==> src/hw/rtl/pds_pkg.sv <==
package pds_pkg;

   localparam int TABLE_ENTRIES = 16;
   localparam int CNT_W = $clog2(TABLE_ENTRIES + 1);
   localparam int US_PER_MS = 1000;

   localparam logic [1:0] KIND_ADD    = 2'd0;
   localparam logic [1:0] KIND_REMOVE = 2'd1;
   localparam logic [1:0] KIND_POLL   = 2'd2;

   localparam logic [1:0] STAT_OK    = 2'd0;
   localparam logic [1:0] STAT_NONE  = 2'd1;
   localparam logic [1:0] STAT_FULL  = 2'd2;
   localparam logic [1:0] STAT_ZERO  = 2'd3;

   typedef struct packed {
      logic [31:0] id;
      logic [31:0] per;
      logic [63:0] dl;
   } entry_type;

   typedef enum logic [1:0] {
      OP_HOLD,
      OP_INS,
      OP_DEL,
      OP_MOVE
   } cell_op_type;

   typedef struct packed {
      cell_op_type op;
      logic [63:0] key_dl;
      logic [31:0] key_id;
      entry_type   ent;
   } cell_cmd_type;

   typedef enum logic [1:0] {
      ST_IDLE,
      ST_EXEC,
      ST_DIV,
      ST_MOVE
   } state_type;

endpackage

==> src/hw/rtl/pds_rem.sv <==
module pds_rem (
   input  logic        clock,
   input  logic        reset,
   input  logic        start,
   input  logic [63:0] dividend,
   input  logic [31:0] divisor,
   output logic        done,
   output logic [31:0] rem
);
   import pds_pkg::*;

   logic [63:0] quo_ff, quo_in;
   logic [31:0] rem_ff, rem_in;
   logic [31:0] div_ff, div_in;
   logic [5:0]  cnt_ff, cnt_in;
   logic        busy_ff, busy_in;
   logic        done_ff, done_in;
   logic [32:0] trial;

   assign trial = {rem_ff, quo_ff[63]};

   always_comb begin
      quo_in  = quo_ff;
      rem_in  = rem_ff;
      div_in  = div_ff;
      cnt_in  = cnt_ff;
      busy_in = busy_ff;
      done_in = 1'b0;
      if (start) begin
         quo_in  = dividend;
         rem_in  = '0;
         div_in  = divisor;
         cnt_in  = '0;
         busy_in = 1'b1;
      end else if (busy_ff) begin
         // one restoring step per cycle, msb first
         quo_in = {quo_ff[62:0], 1'b0};
         if (trial >= {1'b0, div_ff}) rem_in = 32'(trial - {1'b0, div_ff});
         else rem_in = trial[31:0];
         cnt_in = cnt_ff + 6'd1;
         if (cnt_ff == 6'd63) begin
            busy_in = 1'b0;
            done_in = 1'b1;
         end
      end
   end

   always_ff @(posedge clock) begin
      if (reset) begin
         busy_ff <= 1'b0;
         done_ff <= 1'b0;
      end else begin
         busy_ff <= busy_in;
         done_ff <= done_in;
      end
      quo_ff <= quo_in;
      rem_ff <= rem_in;
      div_ff <= div_in;
      cnt_ff <= cnt_in;
   end

   assign done = done_ff;
   assign rem  = rem_ff;

endmodule

==> config.mk <==
export PLATFORM = sky130hd
export DESIGN_NAME = pds_rem
export DESIGN_NICKNAME = d
export VERILOG_FILES = /design/src/hw/rtl/pds_pkg.sv /design/src/hw/rtl/pds_rem.sv
export SDC_FILE = /design/constraint.sdc
export NUM_CORES = 1
export LEC_CHECK = 0
export BUFFER_PORTS_ARGS = -buffer_cell sky130_fd_sc_hd__buf_2
export CAP_MARGIN = 20
export CORE_UTILIZATION = 43
export DETAILED_ROUTE_END_ITERATION = 16
export PLACE_DENSITY = 0.63
export SLEW_MARGIN = 20
export SYNTH_ARGS = -nofsm -noshare
export SYNTH_HDL_FRONTEND = slang
export SYNTH_SLANG_ARGS = --single-unit
==> constraint.sdc <==
create_clock -name clock -period 5.1 [get_ports clock]
set_input_delay 1.02 -clock clock [delete_from_list [all_inputs] [get_ports clock]]
set_output_delay 1.02 -clock clock [all_outputs]
set_load 0.1 [all_outputs]
# Yosys cells after proc, flatten, opt, wreduce, memory -nomap -nowiden

Index checks and enable logic that the tools add are counted.

Flip-flop bits (word level): 136
Word-level logic and storage cells: 20

Add/sub/neg operators: 2
Order comparisons: 1
Eq/ne operators: 1
Multiplexer cells: 7
Bitwise gates (word level): 1
Reductions and logical operators: 2

Operator list:

| cell                                                          | count |
|---|---|
| 64-bit 2-to-1 mux                                             | 2 |
| 33-bit by 32-bit >= comparator with 1-bit output              | 1 |
| 32-bit 2-to-1 mux                                             | 1 |
| 32-bit subtractor                                             | 1 |
| 6-bit by 1-bit adder with 6-bit output, second input constant | 1 |
| 6-bit == test, second input constant                          | 1 |
| 1-bit 2-to-1 mux                                              | 4 |
| 3-bit OR reduction                                            | 1 |
| 2-bit nonzero test                                            | 1 |
| 1-bit NOT                                                     | 1 |

# Longest topological paths before layout

Word-level depth: 4
Depth in mapped cells: 13

# Least setup slack after synthesis

No wires, ideal clock.

Path kind: reg-to-reg
From: reg rem_ff[13], in the netlist rem[13]
To: reg rem_ff[10], in the netlist rem[10]
Setup time: 88 ps
Data arrival time: 3319 ps
Required time: 5012 ps
Slack: 1692 ps
Cell stages (with the launch flop): 12
Path buffers: 2
Clock period less this slack: 3408 ps
Cells stage by stage: dfxtp_1 > ha_1 > buf_2 > a21oi_1 > nand2_1 > a211o_1 > nor3_1 > o21bai_2 > nand2_2 > clkbuf_1 > nand2_1 > a311oi_2

Cells in the longest elaborated chain, start to end: 2

Ends and longest elaborated chain:

| element                                          | RTL line      | source |
|---|---|---|
| from (decl)                                      | pds_rem.sv:13 | `logic [31:0] rem_ff, rem_in;` |
| from (signal assigned)                           | pds_rem.sv:57 | `rem_ff <= rem_in;` |
| 33-bit by 32-bit >= comparator with 1-bit output | pds_rem.sv:38 | `if (trial >= {1'b0, div_ff}) rem_in = 32'(trial - {1'b0, div_ff});` |
| 32-bit 2-to-1 mux                                | pds_rem.sv:38 |  |

No other way between the ends.
A chain may end at the register's enable or synchronous reset.

# Worst setup path in the final report

From: reg div_ff[15]
To: reg rem_ff[31], in the netlist rem[31]

Cells in the longest elaborated chain, start to end: 2
Elaborated cells on any way between the ends: 3
Classes of those cells: add/sub: 1; order compare: 1; mux: 1

Ends and longest elaborated chain:

| element                                                                               | RTL line      | source |
|---|---|---|
| from (decl)                                                                           | pds_rem.sv:14 | `logic [31:0] div_ff, div_in;` |
| from (signal assigned)                                                                | pds_rem.sv:58 | `div_ff <= div_in;` |
| 32-bit subtractor or 33-bit by 32-bit >= comparator with 1-bit output (tied branches) | pds_rem.sv:38 |  |
| 32-bit 2-to-1 mux (*)                                                                 | pds_rem.sv:38 |  |

Every way passes the cells marked *; elsewhere a longest branch is shown, timed or not.

==> flow_metrics.tcl <==
set metrics [dict create \
    run_status "complete, no violations" \
    num-nets-final 929 \
    placement.setup.worst_slack_ns 1.80 \
    worst_setup_path_startpoint "div_ff[15]$_DFFE_PP_" \
    timing.max_slew.rel_slack 0.502 \
    switchingPower_uw 1080 \
    wire_per_inst_microns 16.5 \
    clockBufferDepth 2 \
    synth_cells 673 \
    power.share.sequential 0.406 \
    core.rowCount 47 \
    clkLatencyLatePin_ns 0.43 \
    cp_num_buf_inv 1 \
    cts-root-buf "clkbuf_16" \
    regArea_sq_um 3680 \
    worst_path_arrival_time_ns 3.67 \
    cpPeakStageDelay_ns 0.60 \
    timing.final.ws_setup_ns 1.74 \
    post_synth_main_area_contributors "edfxtp_1 (39%), dfxtp_1 (11%), mux2_2 (9.9%)" \
    cellInternalPower_uw 2240 \
    dieWidth_microns 133 \
    leakagePower_uw 0.00367 \
    yosys.cell_count.top_type "edfxtp_1" \
    ios 132 \
    worstSetupStartpointType "flop" \
    layout-drive-gt1-share 0.328 \
    power_frac_clock 0.358 \
    yosysTopAreaCell "edfxtp_1" \
    synth_edf_count 96 \
    crit_fanout 28 \
    yosys_warnings 0 \
    r2r_start "div_ff[15]$_DFFE_PP_" \
    synth.ff_latch_count 136 \
    diodes 0 \
    drcViolationCount 0 \
    detail-route-antenna-nets 0 \
    number_of_global_route_vias_before_repair 5786 \
    post_drt_via_cell_ratio 5.41 \
    grt_start_max_net_pins 96 \
    cts_hold_buf 0 \
    syn-num-nets 806 \
    die_y_microns 133 \
    worst_hold_path_class "reg -> reg" \
    fin_setup_tns_ns 0 \
    ir_drop_mv 0.367 \
    drt-pass1-iter-count 5 \
    worst_slew_pin_slew_ns 0.748 \
    grt_antenna_before_repair 0 \
    place.detailed.hpwl_mm 11.8 \
    cts_buffers 17 \
    num_vias 5557 \
    cp_data_required_time_ns 5.41 \
    max_cap_violations 0 \
    synth.cells.most_frequent "edfxtp_1 (96), nand2_1 (68), mux2_2 (65), nor2_1 (52), inv_1 (41)" \
    min_from "rem[2]$_SDFFE_PP0P_" \
    cts.htree.levels 4 \
    detail_route.iter0.violations 423 \
    period_minus_slack_ns 3.36 \
    synth_flop_cell "edfxtp_1" \
    areaGrowthSynthToFinish_pct 18.7 \
    finalHoldViolations 0 \
    synth-seq-area-share 0.496 \
    criticalPathCategory "reg -> reg" \
    synth.lib_cells_used.distinct 61 \
    multiInputGateArea_sq_um 3430 \
    gr-total-overflow 0 \
    cts.clk_slew.worst_paths_ns 0.07 \
    pwr_density_cell_nw_per_um2 376 \
    starting_density_of_the_core 0.444 \
    async_flop_share 0 \
    fillCellCount 1550 \
    postCtsResizedCells 0 \
    io_buffer_count 131 \
    clock_skew_ns 0.0115 \
    synth.cell_area_sq_um 7420 \
    cts.sinks 136 \
    tritoncts "yes" \
    post-synth-top-area-fraction 0.388 \
    coreArea_sq_um 16700 \
    post-cts-setup-buffers 0 \
    setup_violations 0 \
    max_freq_mhz 298 \
    route.final.wire_length_mm 17.0 \
    maxSlewViolCount 0 \
    switching_share 0.324 \
    min_period_over_period 0.659 \
    grt_usage 0.203 \
    rsz_0062_raised_after_global_routing "false" \
    crit_slowest_cell "or4_1" \
    comb_power_share 0.235 \
    die_area_sq_um 17800 \
    path_cells "inv_1 > ha_1 > nand4_1 > or4_1 > o31a_1 > o211ai_2 > o21ba_1 > nor2_8 > o21ai_0 > a221oi_1" \
    worstSetupEndpointType "flop" \
    postSynthAreaPerCell_sq_um 11.0 \
    grt_pass1_wl_mm 28.5 \
    crit_path_max_delay_family "simple AND/OR/NAND/NOR gates" \
    place.gp.congestion 0.925 \
]
worst paths after layout:
check / endpoint / slack (ns) / depth (start not counted)
setup / recovery: rem[31]$_SDFFE_PP0P_ / 1.74 / 10
hold reg to reg: rem[2]$_SDFFE_PP0P_ / 0.50 / 2
setup reg to reg: rem[31]$_SDFFE_PP0P_ / 1.74 / 10
hold / removal: rem[2]$_SDFFE_PP0P_ / 0.50 / 2
kinds of logic after synthesis:
group | share of synthesized area
AND/OR/NAND/NOR | 0.124
AO/OA/AOI/OAI | 0.154
flip-flops | 0.496
buffers and inverters | 0.0416
multiplexers | 0.103
adder cells (fa/ha/maj) | 0.0583
XOR/XNOR | 0.0236
worst reg2reg max path, stage by stage, from the launching register on:
cell	delay (ns)
edfxtp_1	0.34
inv_1	0.05
ha_1	0.40
nand4_1	0.21
or4_1	0.60
o31a_1	0.32
o211ai_2	0.08
o21ba_1	0.29
nor2_8	0.47
o21ai_0	0.17
a221oi_1	0.35
power by group through the flow:
stage | Sequential [uW] | Clock (uW) | Combinational, uW
6_report | 1350 | 1190 | 780
5_1_grt | 1360 | 1270 | 847
4_1_cts | 1350 | 1220 | 781
3_5_place_dp | 1370 | 0 | 776
3_3_place_gp | 1370 | 0 | 763
2_1_floorplan | 1520 | 0 | 458
sequential cells by signal, indices dropped and copies added (netlist names):
| signal | count |
|---|---|
| cnt_ff | 6 |
| done | 1 |
| busy_ff | 1 |
| rem | 32 |
| quo_ff | 64 |
| div_ff | 32 |
metrics by stage:
stage,utilization,total power [uW],hold WS (ns),cells,cell area (sq um)
CTS,0.528,3350,0.503,1028,8810
detailed placement,0.494,2150,0.492,997,8240
finish,0.528,3320,0.497,1028,8810
global route,0.528,3470,0.521,1028,8810
global placement,0.494,2130,0.469,997,8240
floorplan,-,1970,0.458,673,7420
layer usage:
layer,routed length [microns],GRT usage,vias to the layer above
met5,0,0,-
met4,294,0.0764,0
met3,1280,0.0693,24
met2,8000,0.330,172
met1,7440,0.247,2622
li1,-,-,2739
layout make-up:
cell class	instances	share of cell area
clock inverter	14	0.0160
sequential	136	0.418
tap	220	0.0312
inverter	41	0.0175
clock buffer	17	0.0483
timing repair buffer	135	0.0795
multi-input combinational	465	0.389
cell usage in the layout, fill, tap and decap left out, types with 4 or more instances in the layout:
master	instances
nand3_1	10
a2bb2oi_1	5
inv_1	40
or3_1	9
buf_4	4
mux2_2	65
a311oi_1	5
a21o_1	18
o21ai_0	20
a21oi_1	38
dfxtp_1	39
nor2_1	52
xor2_1	11
o21bai_1	4
inv_6	4
ha_1	33
nand4_1	10
clkbuf_16	17
a211oi_1	10
and2_1	4
nand2_2	9
a311oi_2	15
xnor2_1	9
buf_2	130
o211ai_1	8
edfxtp_1	96
nand2_1	68
nor3_1	10
Power figures use the tool's default switching activity.
