[src/hw/rtl/pds_pkg.sv]
package pds_pkg;

   localparam int TABLE_ENTRIES = 16;
   localparam int CNT_W = $clog2(TABLE_ENTRIES + 1);
   localparam int US_PER_MS = 1000;

   localparam logic [1:0] KIND_ADD    = 2'd0;
   localparam logic [1:0] KIND_REMOVE = 2'd1;
   localparam logic [1:0] KIND_POLL   = 2'd2;

   localparam logic [1:0] STAT_OK    = 2'd0;
   localparam logic [1:0] STAT_NONE  = 2'd1;
   localparam logic [1:0] STAT_FULL  = 2'd2;
   localparam logic [1:0] STAT_ZERO  = 2'd3;

   typedef struct packed {
      logic [31:0] id;
      logic [31:0] per;
      logic [63:0] dl;
   } entry_type;

   typedef enum logic [1:0] {
      OP_HOLD,
      OP_INS,
      OP_DEL,
      OP_MOVE
   } cell_op_type;

   typedef struct packed {
      cell_op_type op;
      logic [63:0] key_dl;
      logic [31:0] key_id;
      entry_type   ent;
   } cell_cmd_type;

   typedef enum logic [1:0] {
      ST_IDLE,
      ST_EXEC,
      ST_DIV,
      ST_MOVE
   } state_type;

endpackage

[src/hw/rtl/pds_cell.sv]
module pds_cell (
   input  logic                  clock,
   input  pds_pkg::cell_cmd_type cmd,
   input  logic                  first,
   input  logic                  vld,
   input  pds_pkg::entry_type    left_ent,
   input  logic                  left_flag,
   input  pds_pkg::entry_type    right_ent,
   input  logic                  right_flag,
   input  logic                  seen_in,
   output pds_pkg::entry_type    ent,
   output logic                  flag,
   output logic                  seen_out
);
   import pds_pkg::*;

   entry_type ent_ff, ent_in;

   always_comb begin
      case (cmd.op)
         OP_INS:  flag = vld && (ent_ff.dl <= cmd.key_dl);
         OP_DEL:  flag = vld && (ent_ff.id == cmd.key_id);
         OP_MOVE: flag = vld && !first && (ent_ff.dl < cmd.key_dl);
         default: flag = 1'b0;
      endcase
   end

   assign seen_out = seen_in | flag;

   always_comb begin
      ent_in = ent_ff;
      case (cmd.op)
         OP_INS: begin
            if (!flag) begin
               if (first || left_flag) ent_in = cmd.ent;
               else ent_in = left_ent;
            end
         end
         OP_DEL: begin
            if (seen_in || flag) ent_in = right_ent;
         end
         OP_MOVE: begin
            // entries ahead of the new deadline slide toward the head
            if (right_flag) ent_in = right_ent;
            else if (first || flag) ent_in = cmd.ent;
         end
         default: ent_in = ent_ff;
      endcase
   end

   always_ff @(posedge clock) begin
      ent_ff <= ent_in;
   end

   assign ent = ent_ff;

endmodule

[config.mk]
export PLATFORM = sky130hd
export DESIGN_NAME = pds_cell
export DESIGN_NICKNAME = d
export VERILOG_FILES = /design/src/hw/rtl/pds_pkg.sv /design/src/hw/rtl/pds_cell.sv
export SDC_FILE = /design/constraint.sdc
export NUM_CORES = 1
export LEC_CHECK = 0
export ABC_AREA = 0
export BUFFER_PORTS_ARGS = -buffer_cell sky130_fd_sc_hd__clkbuf_2
export CAP_MARGIN = 20
export CELL_PAD_IN_SITES_DETAIL_PLACEMENT = 1
export CELL_PAD_IN_SITES_GLOBAL_PLACEMENT = 2
export CORE_AREA = 2 2 237 239
export DETAILED_ROUTE_END_ITERATION = 8
export DIE_AREA = 0 0 239 241
export PLACE_DENSITY = 0.66
export RECOVER_POWER = 100
export SKIP_LAST_GASP = 1
export SLEW_MARGIN = 10
export SYNTH_ARGS = -nofsm -noshare
export SYNTH_HDL_FRONTEND = slang
export SYNTH_SLANG_ARGS = --single-unit
[constraint.sdc]
create_clock -name clock -period 7.7 [get_ports clock]
set_clock_uncertainty 0.2 [all_clocks]
set_input_delay 0.385 -clock clock [delete_from_list [all_inputs] [get_ports clock]]
set_output_delay 0.385 -clock clock [all_outputs]
set_load 0.03 [all_outputs]
; ---- Yosys cells after proc, flatten, opt, wreduce, memory -nomap -nowiden
; Index checks and enable logic that the tools add are counted.
[word_totals]
elab_cells = 30
out_inout_bits = 130
rom_bits = 0
ramBits = 0
regBits = 128
inputBits = 488
latch_bits = 0
n_memories = 0
[classes]
bitwise_logic = 1
addsub = 0
n_reduce_logical = 10
order_cmp = 2
eq_ne = 7
mul = 0
shifts = 0
div = 0
n_mux = 7
[op_table]
columns = operator, count
row1 = $mux W128, 5
row2 = $pmux W128 S3, 1
row3 = $le A64 B64 Y1, 1
row4 = $lt A64 B64 Y1, 1
row5 = $eq A32 B32 Y1, 1
row6 = $eq A2 B2 Y1 const B, 2
row7 = $logic_and A1 B1 Y1, 4
row8 = $ne A2 B2 Y1 const B, 2
row9 = $reduce_and A4 Y1, 1
row10 = $logic_or A1 B1 Y1, 3
row11 = $ne A3 B3 Y1 const B, 1
row12 = $pmux W1 S3, 1
row13 = $reduce_bool A3 Y1, 1
row14 = $eq A2 B1 Y1 const B, 1
row15 = $logic_not A1 Y1, 1
row16 = $or A1 B1 Y1, 1

; ---- Depth between registers and ports, before layout
; Gate-level depths: netlist of the first run.
[logic_depth]
ltp_word = 8
mapped_depth = 10
ltp_nobuf = 10

; ---- Worst setup path before layout of the first run
; No wires, ideal clock.
[synth_path]
path_kind = register to register
start = register ent_ff (netlist bit ent[35])
end = register ent_ff (netlist bit ent[0]) (enable)
path_slack_ps = 1462
t_arrival_ps = 5531
setup_ps = 507
path_stages_with_launch = 10
required_ps = 6993
synth_period_minus_slack_ps = 6238
path_buffers = 0
cell_sequence = edfxtp_1 > ha_1 > a21oi_1 > o21ai_1 > a221o_1 > o31ai_1 > and4b_4 > and4b_1 > a22o_1 > o221a_1
[synth_between]
elab_chain_len = 6
word_cells_on_any_way = 11
cone_classes = 2 x order compare / 3 x eq/ne / 1 x mux / 5 x reduce/logical
[synth_rtl]
columns = element, line_no
row1 = from (decl), pds_cell.sv:17  ; entry_type ent_ff, ent_in;
row2 = from (signal assigned), pds_cell.sv:52  ; ent_ff <= ent_in;
row3 = $lt A64 B64 Y1 or $le A64 B64 Y1 (tied branches), "pds_cell.sv:23, pds_cell.sv:21"
row4 = $logic_and A1 B1 Y1 (on tied branches), "pds_cell.sv:23, pds_cell.sv:21"
row5 = $pmux W1 S3 *, pds_cell.sv:20  ; case (cmd.op)
row6 = via flag, pds_cell.sv:12  ; output logic flag,
row7 = $logic_or A1 B1 Y1 (on tied branches), "pds_cell.sv:45, pds_cell.sv:40"
row8 = $ne A3 B3 Y1 (no source line) or $ne A2 B2 Y1 (tied branches), n/a
row9 = $reduce_and A4 Y1 (no source line) *, n/a
; Mark *: on every way through the listed nets, which the timed path passes. The rest lies on a longest branch.
; A chain may end at the register's enable or synchronous reset.

; ---- Worst setup path in the final report of the first run
[layout_path]
start = register ent_ff (netlist bit ent[47])
end = register ent_ff (netlist bit ent[44]) (enable)
[layout_between]
elab_chain_len = 6
word_cells_on_any_way = 11
cone_classes = 2 x order compare / 3 x eq/ne / 1 x mux / 5 x reduce/logical
[layout_rtl]
columns = element, line_no
row1 = $lt A64 B64 Y1 or $le A64 B64 Y1 (tied branches), "pds_cell.sv:23, pds_cell.sv:21"
row2 = $logic_and A1 B1 Y1 (on tied branches), "pds_cell.sv:23, pds_cell.sv:21"
row3 = $pmux W1 S3 *, pds_cell.sv:20
row4 = $logic_or A1 B1 Y1 (on tied branches), "pds_cell.sv:45, pds_cell.sv:40"
row5 = $ne A3 B3 Y1 (no source line) or $ne A2 B2 Y1 (tied branches), n/a
row6 = $reduce_and A4 Y1 (no source line) *, n/a
; Every way passes the cells marked *; elsewhere a longest branch is shown, timed or not.

==> results of run 1 <==
-- synthesized netlist by cell type, types with 4 or more instances --
library cell	instances	share of area
sky130_fd_sc_hd__nor2_1	5	0.0024
sky130_fd_sc_hd__a21oi_1	27	0.017
sky130_fd_sc_hd__buf_1	4	0.0019
sky130_fd_sc_hd__a222oi_1	128	0.16
sky130_fd_sc_hd__ha_1	68	0.11
sky130_fd_sc_hd__a21o_1	7	0.0066
sky130_fd_sc_hd__nor3_1	4	0.0025
sky130_fd_sc_hd__nand2_1	12	0.0057
sky130_fd_sc_hd__nand3_1	11	0.0069
sky130_fd_sc_hd__inv_1	196	0.093
sky130_fd_sc_hd__nor4_1	9	0.0071
sky130_fd_sc_hd__edfxtp_1	128	0.48
sky130_fd_sc_hd__nand4_1	13	0.010
sky130_fd_sc_hd__xor2_1	32	0.035
sky130_fd_sc_hd__clkbuf_1	38	0.018
sky130_fd_sc_hd__o21ai_0	4	0.0025
-- kinds of logic (layout without fill, tap and decap cells) --
| family | after synthesis | in the layout |
|---|---|---|
| buffers and inverters | 238 | 1039 |
| DFF | 128 | 128 |
| and+or+nand+nor | 70 | 70 |
| adders and majority gates | 68 | 68 |
| AOI/OAI and AO/OA | 184 | 184 |
| other | 0 | 1 |
| xor gates and xnor gates | 32 | 32 |
-- layout make-up --
cell class	instances	area (sq um)
timing repair buffer	811	4841
multi-input combinational	354	3218
antenna	1	2.502
clock buffer	17	425.4
clock inverter	15	118.9
tap	704	880.8
sequential	128	3844
fill	6567	40810
inverter	196	735.7
-- how the worst max path moves through the flow --
stage	cells after the start	slack [ns]	start	endpoint
after floorplan	9	1.46	ent[35]	ent[0]
after global placement	12	2.79	cmd[182]	ent[56]
after detailed placement	12	2.68	cmd[206]	ent[57]
after CTS	10	2.77	ent[14]	ent[57]
after global routing	10	1.34	ent[59]	ent[44]
final	10	1.92	ent[47]	ent[44]
-- worst max-delay path: cells and delay by family (launching register included) --
family	cells	cell delay, ns
AO/OA/AOI/OAI	4	2.36
adder cells (fa/ha/maj)	1	0.35
buffers and inverters	1	0.73
flip-flops	1	0.43
AND/OR/NAND/NOR	4	1.26
-- power groups by stage --
stage	logic, mW	clock network (mW)	registers (mW)
5_1_grt	0.930	0.839	0.958
6_report	0.857	0.782	0.946
2_1_floorplan	0.264	0	1.12
4_1_cts	0.887	0.822	0.950
3_5_place_dp	0.773	0	0.963
3_3_place_gp	0.761	0	0.959
-- per-layer routing --
| metal | track usage | routed length (microns) |
|---|---|---|
| met1 | 0.1546 | 16480 |
| met2 | 0.2545 | 21760 |
| met3 | 0.04232 | 3223 |
| met4 | 0.06553 | 1394 |
| met5 | 0 | 34 |
-- what timing repair did --
action	4_1_cts	5_1_grt
gates resized for setup	0	0
hold endpoints to repair	101	0
setup endpoints to repair	0	0
buffers inserted	0	0
hold buffers	187	0
==> metrics, run 1 <==
Layout Area Growth over Synthesis 77.15%; CP max FO 44; final setup fails 0; Slew HR -1.265; die area 57,600 sq um; static power due to leakage 6.789 nW; cells after synthesis 720; fraction of the mapped netlist area in simple logic gates 0.05531; global placement routability congestion 0.8272; sum of routed wire length over all layers 42.89 mm; CTS buffer count 17; DRC violation count after routing 0; switching portion of total power 0.3521; via count 9,381; xor/xnor cell area share of the yosys netlist 0.03530; final hold violations 0; Total Neg Setup Slack 0 ns; clk buf depth 2; Cell Area, Synth 7940 sq um; worst reg2reg path startpoint ent[47]; synth warn 0; worst path cell trace ha_1 > nand4_2 > nor4_2 > and4_1 > o41ai_1 > and4b_1 > a311o_1 > a21oi_1 > o221a_1 > buf_4; part of the total power dissipated in the clock network 0.303; post-place setup slack 2.685 ns; period utilisation layout 0.7509; IO Count 618; mean number of vias per cell 4.214; crit path time final 5.782 ns; slowest cell on the critical path sky130_fd_sc_hd__o221a_1; main combinational cell family by area after synthesis compound AO/OA/AOI/OAI gates; max_cap viols 3; mean instance size in the synthesized netlist 11.03 sq um; post-synthesis mux area share 0; Buffers on Ports 617; share of flip-flops with an asynchronous set or reset after synthesis 0; Placement Cell Area 11,840 sq um; Crit. End Element flip-flop; Crit Path Class reg2reg; die span in x 239 microns; fraction of power consumed by combinational cells 0.331; number of synthesized flops with an enable pin 128; worst reg-to-reg setup slack 1.92 ns; number of global-route vias before repair 10,190; starting utilization of the core area 0.1447; IR drop worst, VDD 0.1553 mV; Clk pin slew, worst setup/hold paths 0.06 ns; commonest cells after routing, fill and taps aside 486 x sky130_fd_sc_hd__clkbuf_2, 196 x sky130_fd_sc_hd__inv_1, 187 x sky130_fd_sc_hd__dlygate4sd3_1; total clock sinks 128; Largest stage delay, worst path 1.64 ns; number of levels the H-tree was split into 4; layout cells sized above 1 0.3458; share of synthesized area occupied by flip-flops and latches 0.4841; maximum number of pins on one net before global-route repair 72; Detail Route Antenna Nets 0; post-route worst setup slack 1.918 ns; y dimension of the die 241 microns; post-synthesis share of cell area spent on full adders, half adders and majority gates 0.1072; Core Util, Final 0.2563; end of the worst register-to-register path ent[44]; critical path data arrival time 5.68 ns; violations in the final reports max-capacitance violations, max-slew violations; clock insertion delay at the later pin of the skew report 0.47 ns; post-DP HPWL 34.07 mm; type of the worst min-delay path in2reg; Post-Syn Nets 1,276; critical path launch point type flip-flop; required time of the worst setup path 7.60 ns; worst hold slack after final layout 0.04592 ns; share of power burned in registers 0.366; routed length per placed instance 19.27 microns; synthesized-area fraction occupied by ao, oa, aoi and oai cells 0.2056; Core Region 54,880 sq um; number of register bits inferred by synthesis 128; Final Instance Area 14,070 sq um; max frequency 0.1730 GHz; destination of the worst hold path ent[2]; Worst Hold Path Cells 3; Largest register FFs 128; number of antenna violations at the first check in global routing 4; Internal 1.676 mW; GRT Resource Usage Total 0.1423; CTS tree yes; final slew viol count 175; post-route total power 2.586 mW; wire length of the first global-routing pass 59.90 mm; hold path startpoint right_ent[2]; gr ovfl total 0; count of distinct cell types in the synthesized netlist 41; dominant synthesized flop cell sky130_fd_sc_hd__edfxtp_1; switching component of the power 0.9105 mW; library cell used as clock root buffer sky130_fd_sc_hd__clkbuf_16; iteration count of the initial detailed-routing pass 9; violation count after the first detailed-routing iteration 832; Rows 86; Worst Max-Slew Pin Slew 3.397 ns; areal power density over the cells 183.9 nW/um^2; most common library cell in the layout ignoring fill and taps sky130_fd_sc_hd__clkbuf_2; number of standard cells in the final layout excluding fillers 2,226; result of the run finished, violations left; unrepaired setup endpoints after global routing no; Register-to-Register Path Depth 10; count of nets after finishing 2,064; Cell Count Post-Placement 2,006
(Power assumes the default switching activity.)
==> run 2, diff against run 1 <==
ABC_AREA = 1   (was 0)
CORE_AREA = 2 2 239 241   (was 2 2 237 239)
DIE_AREA = 0 0 241 243   (was 0 0 239 241)
PLACE_DENSITY = 0.77   (was 0.66)
clock period = 4.8 ns   (was 7.7 ns; I/O delays follow)
==> metrics, run 2 <==
post-synthesis mux area share 0 (unchanged); library cell with the highest instance count after synthesis sky130_fd_sc_hd__inv_1; Crit Path Class reg2reg; cells after synthesis 1,248 (+73%); Register-to-Register Path Depth 15 (+5); Largest register FFs 128 (unchanged); critical path launch point type flip-flop; IR drop worst, VDD 0.2764 mV (+78%); Slew HR 0.2881 (+1.553); Largest stage delay, worst path 0.84 ns (-0.80 ns); hold path startpoint right_ent[12]; synthesized-area fraction occupied by ao, oa, aoi and oai cells 0.2070 (+0.001360); number of global-route vias before repair 13,950 (+37%); most prevalent standard cell on the critical path sky130_fd_sc_hd__nand2_1; CTS buffer count 17 (unchanged); count of distinct cell types in the synthesized netlist 31 (-24%); area taken by multi-input logic gates 4870 sq um (+51%); number of synthesized flops with an enable pin 128 (unchanged); top cells by area in the synthesized netlist sky130_fd_sc_hd__edfxtp_1 39%, sky130_fd_sc_hd__o221ai_1 11%, sky130_fd_sc_hd__ha_1 8.6%; starting utilization of the core area 0.1763 (+0.03162); Placement Cell Area 13,810 sq um (+17%); Final Instance Area 16,560 sq um (+18%); post-DP HPWL 38.01 mm (+12%); layout cells sized above 1 0.2609 (-0.08491); slowest cell on the critical path sky130_fd_sc_hd__clkbuf_4; Detail Route Antenna Nets 0 (unchanged); main combinational cell family by area after synthesis compound AO/OA/AOI/OAI gates; CP max FO 65 (+48%); gr ovfl total 0 (unchanged); count of nets after finishing 2,606 (+26%); y dimension of the die 243 microns (+0.83%); period utilisation layout 0.7904 (+0.03946); library cell used as clock root buffer sky130_fd_sc_hd__clkbuf_16; DRC violation count after routing 0 (unchanged); post-place setup slack 1.587 ns (-1.098 ns); number of antenna violations at the first check in global routing 1 (-3); clk buf depth 2 (unchanged); final hold violations 0 (unchanged); die span in x 241 microns (+0.84%); fraction of the mapped netlist area in simple logic gates 0.1806 (+0.1253); xor/xnor cell area share of the yosys netlist 0.01687 (-0.01843); iteration count of the initial detailed-routing pass 5 (-4); crit path time final 3.794 ns (-1.988 ns); number of register bits inferred by synthesis 128 (unchanged); Yosys top cell area share 0.3896 (-0.09443); Worst Hold Path Cells 3 (unchanged); max_cap viols 0 (-3); mean number of vias per cell 4.519 (+7.2%); die area 58,560 sq um (+1.7%); worst reg2reg path startpoint ent[57]; sequential cell area 3844 sq um (unchanged); number of standard cells in the final layout excluding fillers 2,819 (+27%); share of synthesized area occupied by flip-flops and latches 0.3896 (-0.09443); worst path cell trace ha_1 > nand2_1 > inv_1 > o21ai_0 > a21oi_1 > nor2_1 > nand2_1 > a21oi_1 > nand2_1 > nand2_1 > nand2_1 > nand2_1 > a21oi_1 > a21oi_1 > clkbuf_4; post-synthesis share of cell area spent on full adders, half adders and majority gates 0.08625 (-0.02090); global placement routability congestion 0.9039 (+9.3%); sum of routed wire length over all layers 52.00 mm (+21%); worst reg-to-reg setup slack 1.01 ns (-0.91 ns); end of the worst register-to-register path ent[94]; result of the run finished clean; mean instance size in the synthesized netlist 7.904 sq um (-28%); type of the worst min-delay path in2reg; Buffers on Ports 617 (unchanged); Post-Syn Nets 1,804 (+41%); Cell Count Post-Placement 2,549 (+27%); Core Region 55,950 sq um (+2.0%); ranking of synthesized cells by instance count 223 x sky130_fd_sc_hd__inv_1, 159 x sky130_fd_sc_hd__nor2_1, 141 x sky130_fd_sc_hd__nand3_1; final slew viol count 0 (-100%); most common library cell in the layout ignoring fill and taps sky130_fd_sc_hd__clkbuf_2; dominant synthesized flop cell sky130_fd_sc_hd__edfxtp_1; total clock sinks 128 (unchanged); maximum number of pins on one net before global-route repair 129 (+79%); required time of the worst setup path 4.68 ns (-2.92 ns); destination of the worst hold path ent[12]; worst hold slack after final layout 0.02104 ns (-0.02487 ns); max frequency 0.2636 GHz (+52%); Core Util, Final 0.2959 (+0.03958); IO Count 618 (unchanged); Crit. End Element flip-flop; Cell Area, Synth 9864 sq um (+24%); Yosys top cell by area sky130_fd_sc_hd__edfxtp_1; violation count after the first detailed-routing iteration 477 (-43%); routed length per placed instance 18.45 microns (-4.3%); CTS tree yes; quantity of gates resized following cts 0 (unchanged); final setup fails 0 (unchanged); post-route total power 4.334 mW (+68%); Clk pin slew, worst setup/hold paths 0.06 ns (about the same); synth warn 0 (unchanged); via count 12,740 (+36%); commonest cells after routing, fill and taps aside 486 x sky130_fd_sc_hd__clkbuf_2, 238 x sky130_fd_sc_hd__dlygate4sd3_1, 221 x sky130_fd_sc_hd__inv_1; critical path data arrival time 3.68 ns (-2.00 ns); post-route worst setup slack 1.006 ns (-0.9118 ns); filler instances 6,961 (+6.0%); static power due to leakage 7.664 nW (+13%); share of flip-flops with an asynchronous set or reset after synthesis 0 (unchanged); Total Neg Setup Slack 0 ns (unchanged); wire length of the first global-routing pass 77.45 mm (+29%); GRT Resource Usage Total 0.1730 (+0.03074); Layout Area Growth over Synthesis 67.83%; number of levels the H-tree was split into 4 (unchanged); areal power density over the cells 261.8 nW/um^2 (+42%); Rows 87 (+1.2%); Worst Max-Slew Pin Slew 1.068 ns (-2.329 ns); unrepaired setup endpoints after global routing no; clock insertion delay at the later pin of the skew report 0.47 ns (about the same)
run 2: cell types whose count changed in the layout (fill, tap and decap cells not counted), sizes merged, moves of 13 or more:
cell	delta
xnor2	+13
inv	+29
xor2	-26
nand3	+130
o21ai	+130
nand2	+75
nor2	+156
dlygate4sd3	+51
a222oi	-128
o221ai	+128
run 2: area by class of cell:
class | instances | area share
timing repair buffer | 867 | 0.3305
multi-input combinational | 806 | 0.2941
sequential | 128 | 0.2322
tap | 756 | 0.05713
inverter | 230 | 0.05245
clock buffer | 20 | 0.02638
clock inverter | 11 | 0.007104
antenna | 1 | 0.0001511
run 2: worst max-delay path: cells and delay by family, from the launching register on:
family,cells,cell delay (ns)
buffers and inverters,2,0.88
AOI/OAI and AO/OA,5,0.83
and+or+nand+nor,7,0.68
DFF,1,0.39
adders and majority gates,1,0.30
run 2: how the worst max path moves through the flow:
stage	startpoint	to	slack, ns	cells after the start
floorplan	ent[55]	ent[0]	0.25	17
finish	ent[57]	ent[94]	1.01	15
global placement	cmd[217]	ent[123]	1.65	17
detailed placement	ent[57]	ent[87]	1.59	15
CTS	ent[57]	seen_out	1.47	16
global route	ent[57]	ent[91]	0.65	15
run 2: per-layer routing:
metal,global-route usage,routed length [microns],up-vias
met5,0,0,-
met4,0.09804,2535,0
met3,0.04845,3635,134
met2,0.3000,25730,499
met1,0.1878,20100,6115
li1,-,-,5990
run 2: cells by family (layout without fill, tap and decap cells):
group,after synthesis,after routing
simple gates,411,411
buf+inv,314,1128
compound gates,308,308
flops,128,128
fa+ha+maj,68,68
xor+xnor,19,19
other cells,0,1
run 2: timing repair:
action,4_1_cts,5_1_grt
endpoints found under the setup margin,0,0
hold endpoints to repair,125,0
setup buffers,0,0
hold buffers,238,0
run 2: where the power goes:
part           leakage, nW  internal, mW  switching, mW
registers             1.24          1.42         0.0748
logic                 6.16         0.633          0.920
clock network        0.261         0.754          0.535
total                 7.66          2.80           1.53
==> run 3, diff against run 2 <==
clock period = 3.47 ns   (was 4.8 ns; I/O delays follow)
==> metrics, run 3 (synthesis gave the netlist of run 2 again) <==
die span in x 241 microns (unchanged); worst reg2reg path startpoint ent[63]; Core Region 55,950 sq um (unchanged); Internal 3.933 mW (+40%); worst reg-to-reg setup slack 0.27 ns (-0.74 ns); Layout Area Growth over Synthesis 70.55%; Largest stage delay, worst path 0.42 ns (-0.42 ns); via count 12,740 (+0.039%); CTS tree yes; violations in the final reports max-capacitance violations, max-slew violations; gr ovfl total 0 (unchanged); slowest cell on the critical path sky130_fd_sc_hd__edfxtp_1; IO Count 618 (unchanged); unrepaired setup endpoints after global routing no; required time of the worst setup path 3.10 ns (-1.58 ns); type of the worst min-delay path in2reg; max frequency 0.3096 GHz; Total Neg Setup Slack 0 ns (unchanged); y dimension of the die 243 microns (unchanged); Detail Route Antenna Nets 0 (unchanged); CTS buffer count 17 (unchanged); crit path time final 3.230 ns; Buffers on Ports 617 (unchanged); number of antenna violations at the first check in global routing 5 (+4); period utilisation layout 0.9309; number of levels the H-tree was split into 4 (unchanged); layout cells sized above 1 0.2678 (+0.006903); IR drop worst, VDD 0.3812 mV (+38%); Rows 87 (unchanged); static power due to leakage 7.798 nW (+1.7%); number of global-route vias before repair 13,910 (-0.29%); final slew viol count 70 (+70); worst path cell trace ha_1 > a21oi_1 > o21ai_0 > nor2_1 > nand2_1 > a21oi_2 > nand2_1 > nand2_1 > nand2_1 > nand2_2 > nand2_2 > inv_2 > or2_1 > clkbuf_2; count of nets after finishing 2,634 (+1.1%); switching portion of total power 0.3567 (+0.003538); library cell used as clock root buffer sky130_fd_sc_hd__clkbuf_16; DRC violation count after routing 0 (unchanged); commonest cells after routing, fill and taps aside 500 x sky130_fd_sc_hd__clkbuf_2, 250 x sky130_fd_sc_hd__dlygate4sd3_1, 222 x sky130_fd_sc_hd__inv_1; result of the run finished, violations left; mean number of vias per cell 4.474 (-0.98%); maximum number of pins on one net before global-route repair 129 (unchanged); Crit Path Class reg2out; CP max FO 3 (-95%); critical path launch point type flip-flop; destination of the worst hold path ent[84]; switching component of the power 2.180 mW (+42%); max_cap viols 1 (+1); part of the total power dissipated in the clock network 0.300 (+0.002); global placement routability congestion 0.8855 (-2.0%); starting utilization of the core area 0.1763 (unchanged); final hold violations 0 (unchanged); critical path data arrival time 2.86 ns (-0.82 ns); critical path depth 14 (-1); Worst Max-Slew Pin Slew 1.521 ns (+0.4526 ns); Clk pin slew, worst setup/hold paths 0.06 ns (about the same); family with the most delay on the worst path simple AND/OR/NAND/NOR gates; clock insertion delay at the later pin of the skew report 0.48 ns (about the same); GRT Resource Usage Total 0.1774 (+0.004427); Largest register FFs 128 (unchanged); wire length of the first global-routing pass 78.89 mm (+1.9%); share of power burned in registers 0.338 (-0.006); Register-to-Register Path Depth 17 (+2); die area 58,560 sq um (unchanged); violation count after the first detailed-routing iteration 466 (-2.3%); Crit. End Element output pin; iteration count of the initial detailed-routing pass 5 (unchanged); most prevalent standard cell on the critical path sky130_fd_sc_hd__nand2_1; end of the worst register-to-register path ent[9]; Post-CTS Repair Setup Buffers 0 (unchanged); post-route total power 6.113 mW (+41%); areal power density over the cells 363.3 nW/um^2 (+39%); post-DP HPWL 40.23 mm (+5.9%); total clock sinks 128 (unchanged); Slew HR -0.01368 (-0.3018); clk buf depth 2 (unchanged); routed length per placed instance 18.62 microns (+0.93%); final setup fails 0 (unchanged); sum of routed wire length over all layers 53.02 mm (+2.0%); hold path startpoint right_ent[84]; most common library cell in the layout ignoring fill and taps sky130_fd_sc_hd__clkbuf_2; Worst Hold Path Cells 3 (unchanged); fraction of power consumed by combinational cells 0.362 (+0.004); buffering stage count on the worst path with inverters included 2 (unchanged)
## run 3: timing repair
action,4_1_cts,5_1_grt
endpoints found under the hold margin,128,0
hold buffers,250,0
resized for setup,0,2
endpoints found under the setup margin,0,1
## run 3: routing by layer
metal / wire length (microns) / vias to the layer above / global-route usage
li1: - / 6043 / -
met1: 20550 / 6108 / 0.1943
met2: 27180 / 484 / 0.3184
met3: 3262 / 100 / 0.04265
met4: 1987 / 8 / 0.08442
met5: 42 / - / 0
## run 3: worst reg2reg max path, cell delays in order, from the launching register on
cell                       delay (ns)
sky130_fd_sc_hd__edfxtp_1        0.42
sky130_fd_sc_hd__ha_1            0.36
sky130_fd_sc_hd__nand4_1         0.15
sky130_fd_sc_hd__nor2_2          0.24
sky130_fd_sc_hd__nand2_1         0.14
sky130_fd_sc_hd__inv_2           0.08
sky130_fd_sc_hd__nand2_1         0.06
sky130_fd_sc_hd__clkinv_1        0.06
sky130_fd_sc_hd__nand2_1         0.06
sky130_fd_sc_hd__nand2_1         0.06
sky130_fd_sc_hd__nand2_1         0.04
sky130_fd_sc_hd__nand2_1         0.07
sky130_fd_sc_hd__nand2_2         0.06
sky130_fd_sc_hd__nand2_2         0.07
sky130_fd_sc_hd__nand2_1         0.09
sky130_fd_sc_hd__a21oi_4         0.24
sky130_fd_sc_hd__buf_12          0.22
sky130_fd_sc_hd__clkbuf_2        0.27
## run 3: through the flow
step             util  cells  hold WS [ns]  area [sq um]  setup WS [ns]
2_1_floorplan       -   1248        0.2001          9878         -1.021
3_3_place_gp   0.2500   2565        0.3108         13990         0.2435
3_5_place_dp   0.2500   2565        0.3188         13990         0.2243
4_1_cts        0.3052   2847     0.0007087         17070        0.09688
5_1_grt        0.3007   2848      0.009602         16820       0.008036
6_report       0.3007   2848       0.04650         16820         0.2398
## run 3: worst max path at each step
stage | from | to | slack, ns
floorplan | ent[23] | ent[0] | -1.02
global placement | ent[21] | ent[87] | 0.24
detailed placement | ent[21] | ent[104] | 0.22
CTS | ent[21] | seen_out | 0.1
global route | ent[59] | seen_out | 0.008
finish | ent[63] | seen_out | 0.24
## run 3: cell type report
| class | count | area [sq um] |
|---|---|---|
| Fill cell | 7010 | 39130 |
| Antenna cell | 1 | 2.502 |
| Clock buffer | 17 | 425.4 |
| Sequential cell | 128 | 3844 |
| Tap cell | 756 | 945.9 |
| Inverter | 230 | 868.3 |
| Timing Repair Buffer | 895 | 5689 |
| Multi-Input combinational cell | 806 | 4890 |
| Clock inverter | 15 | 158.9 |
## run 3: power by group through the flow
stage	Sequential, mW	Clock, mW	Combinational, mW
after floorplan	2.43	0	0.699
after global placement	2.09	0	1.89
after detailed placement	2.10	0	1.94
after CTS	2.07	1.91	2.29
after global routing	2.09	1.95	2.42
final	2.06	1.84	2.21
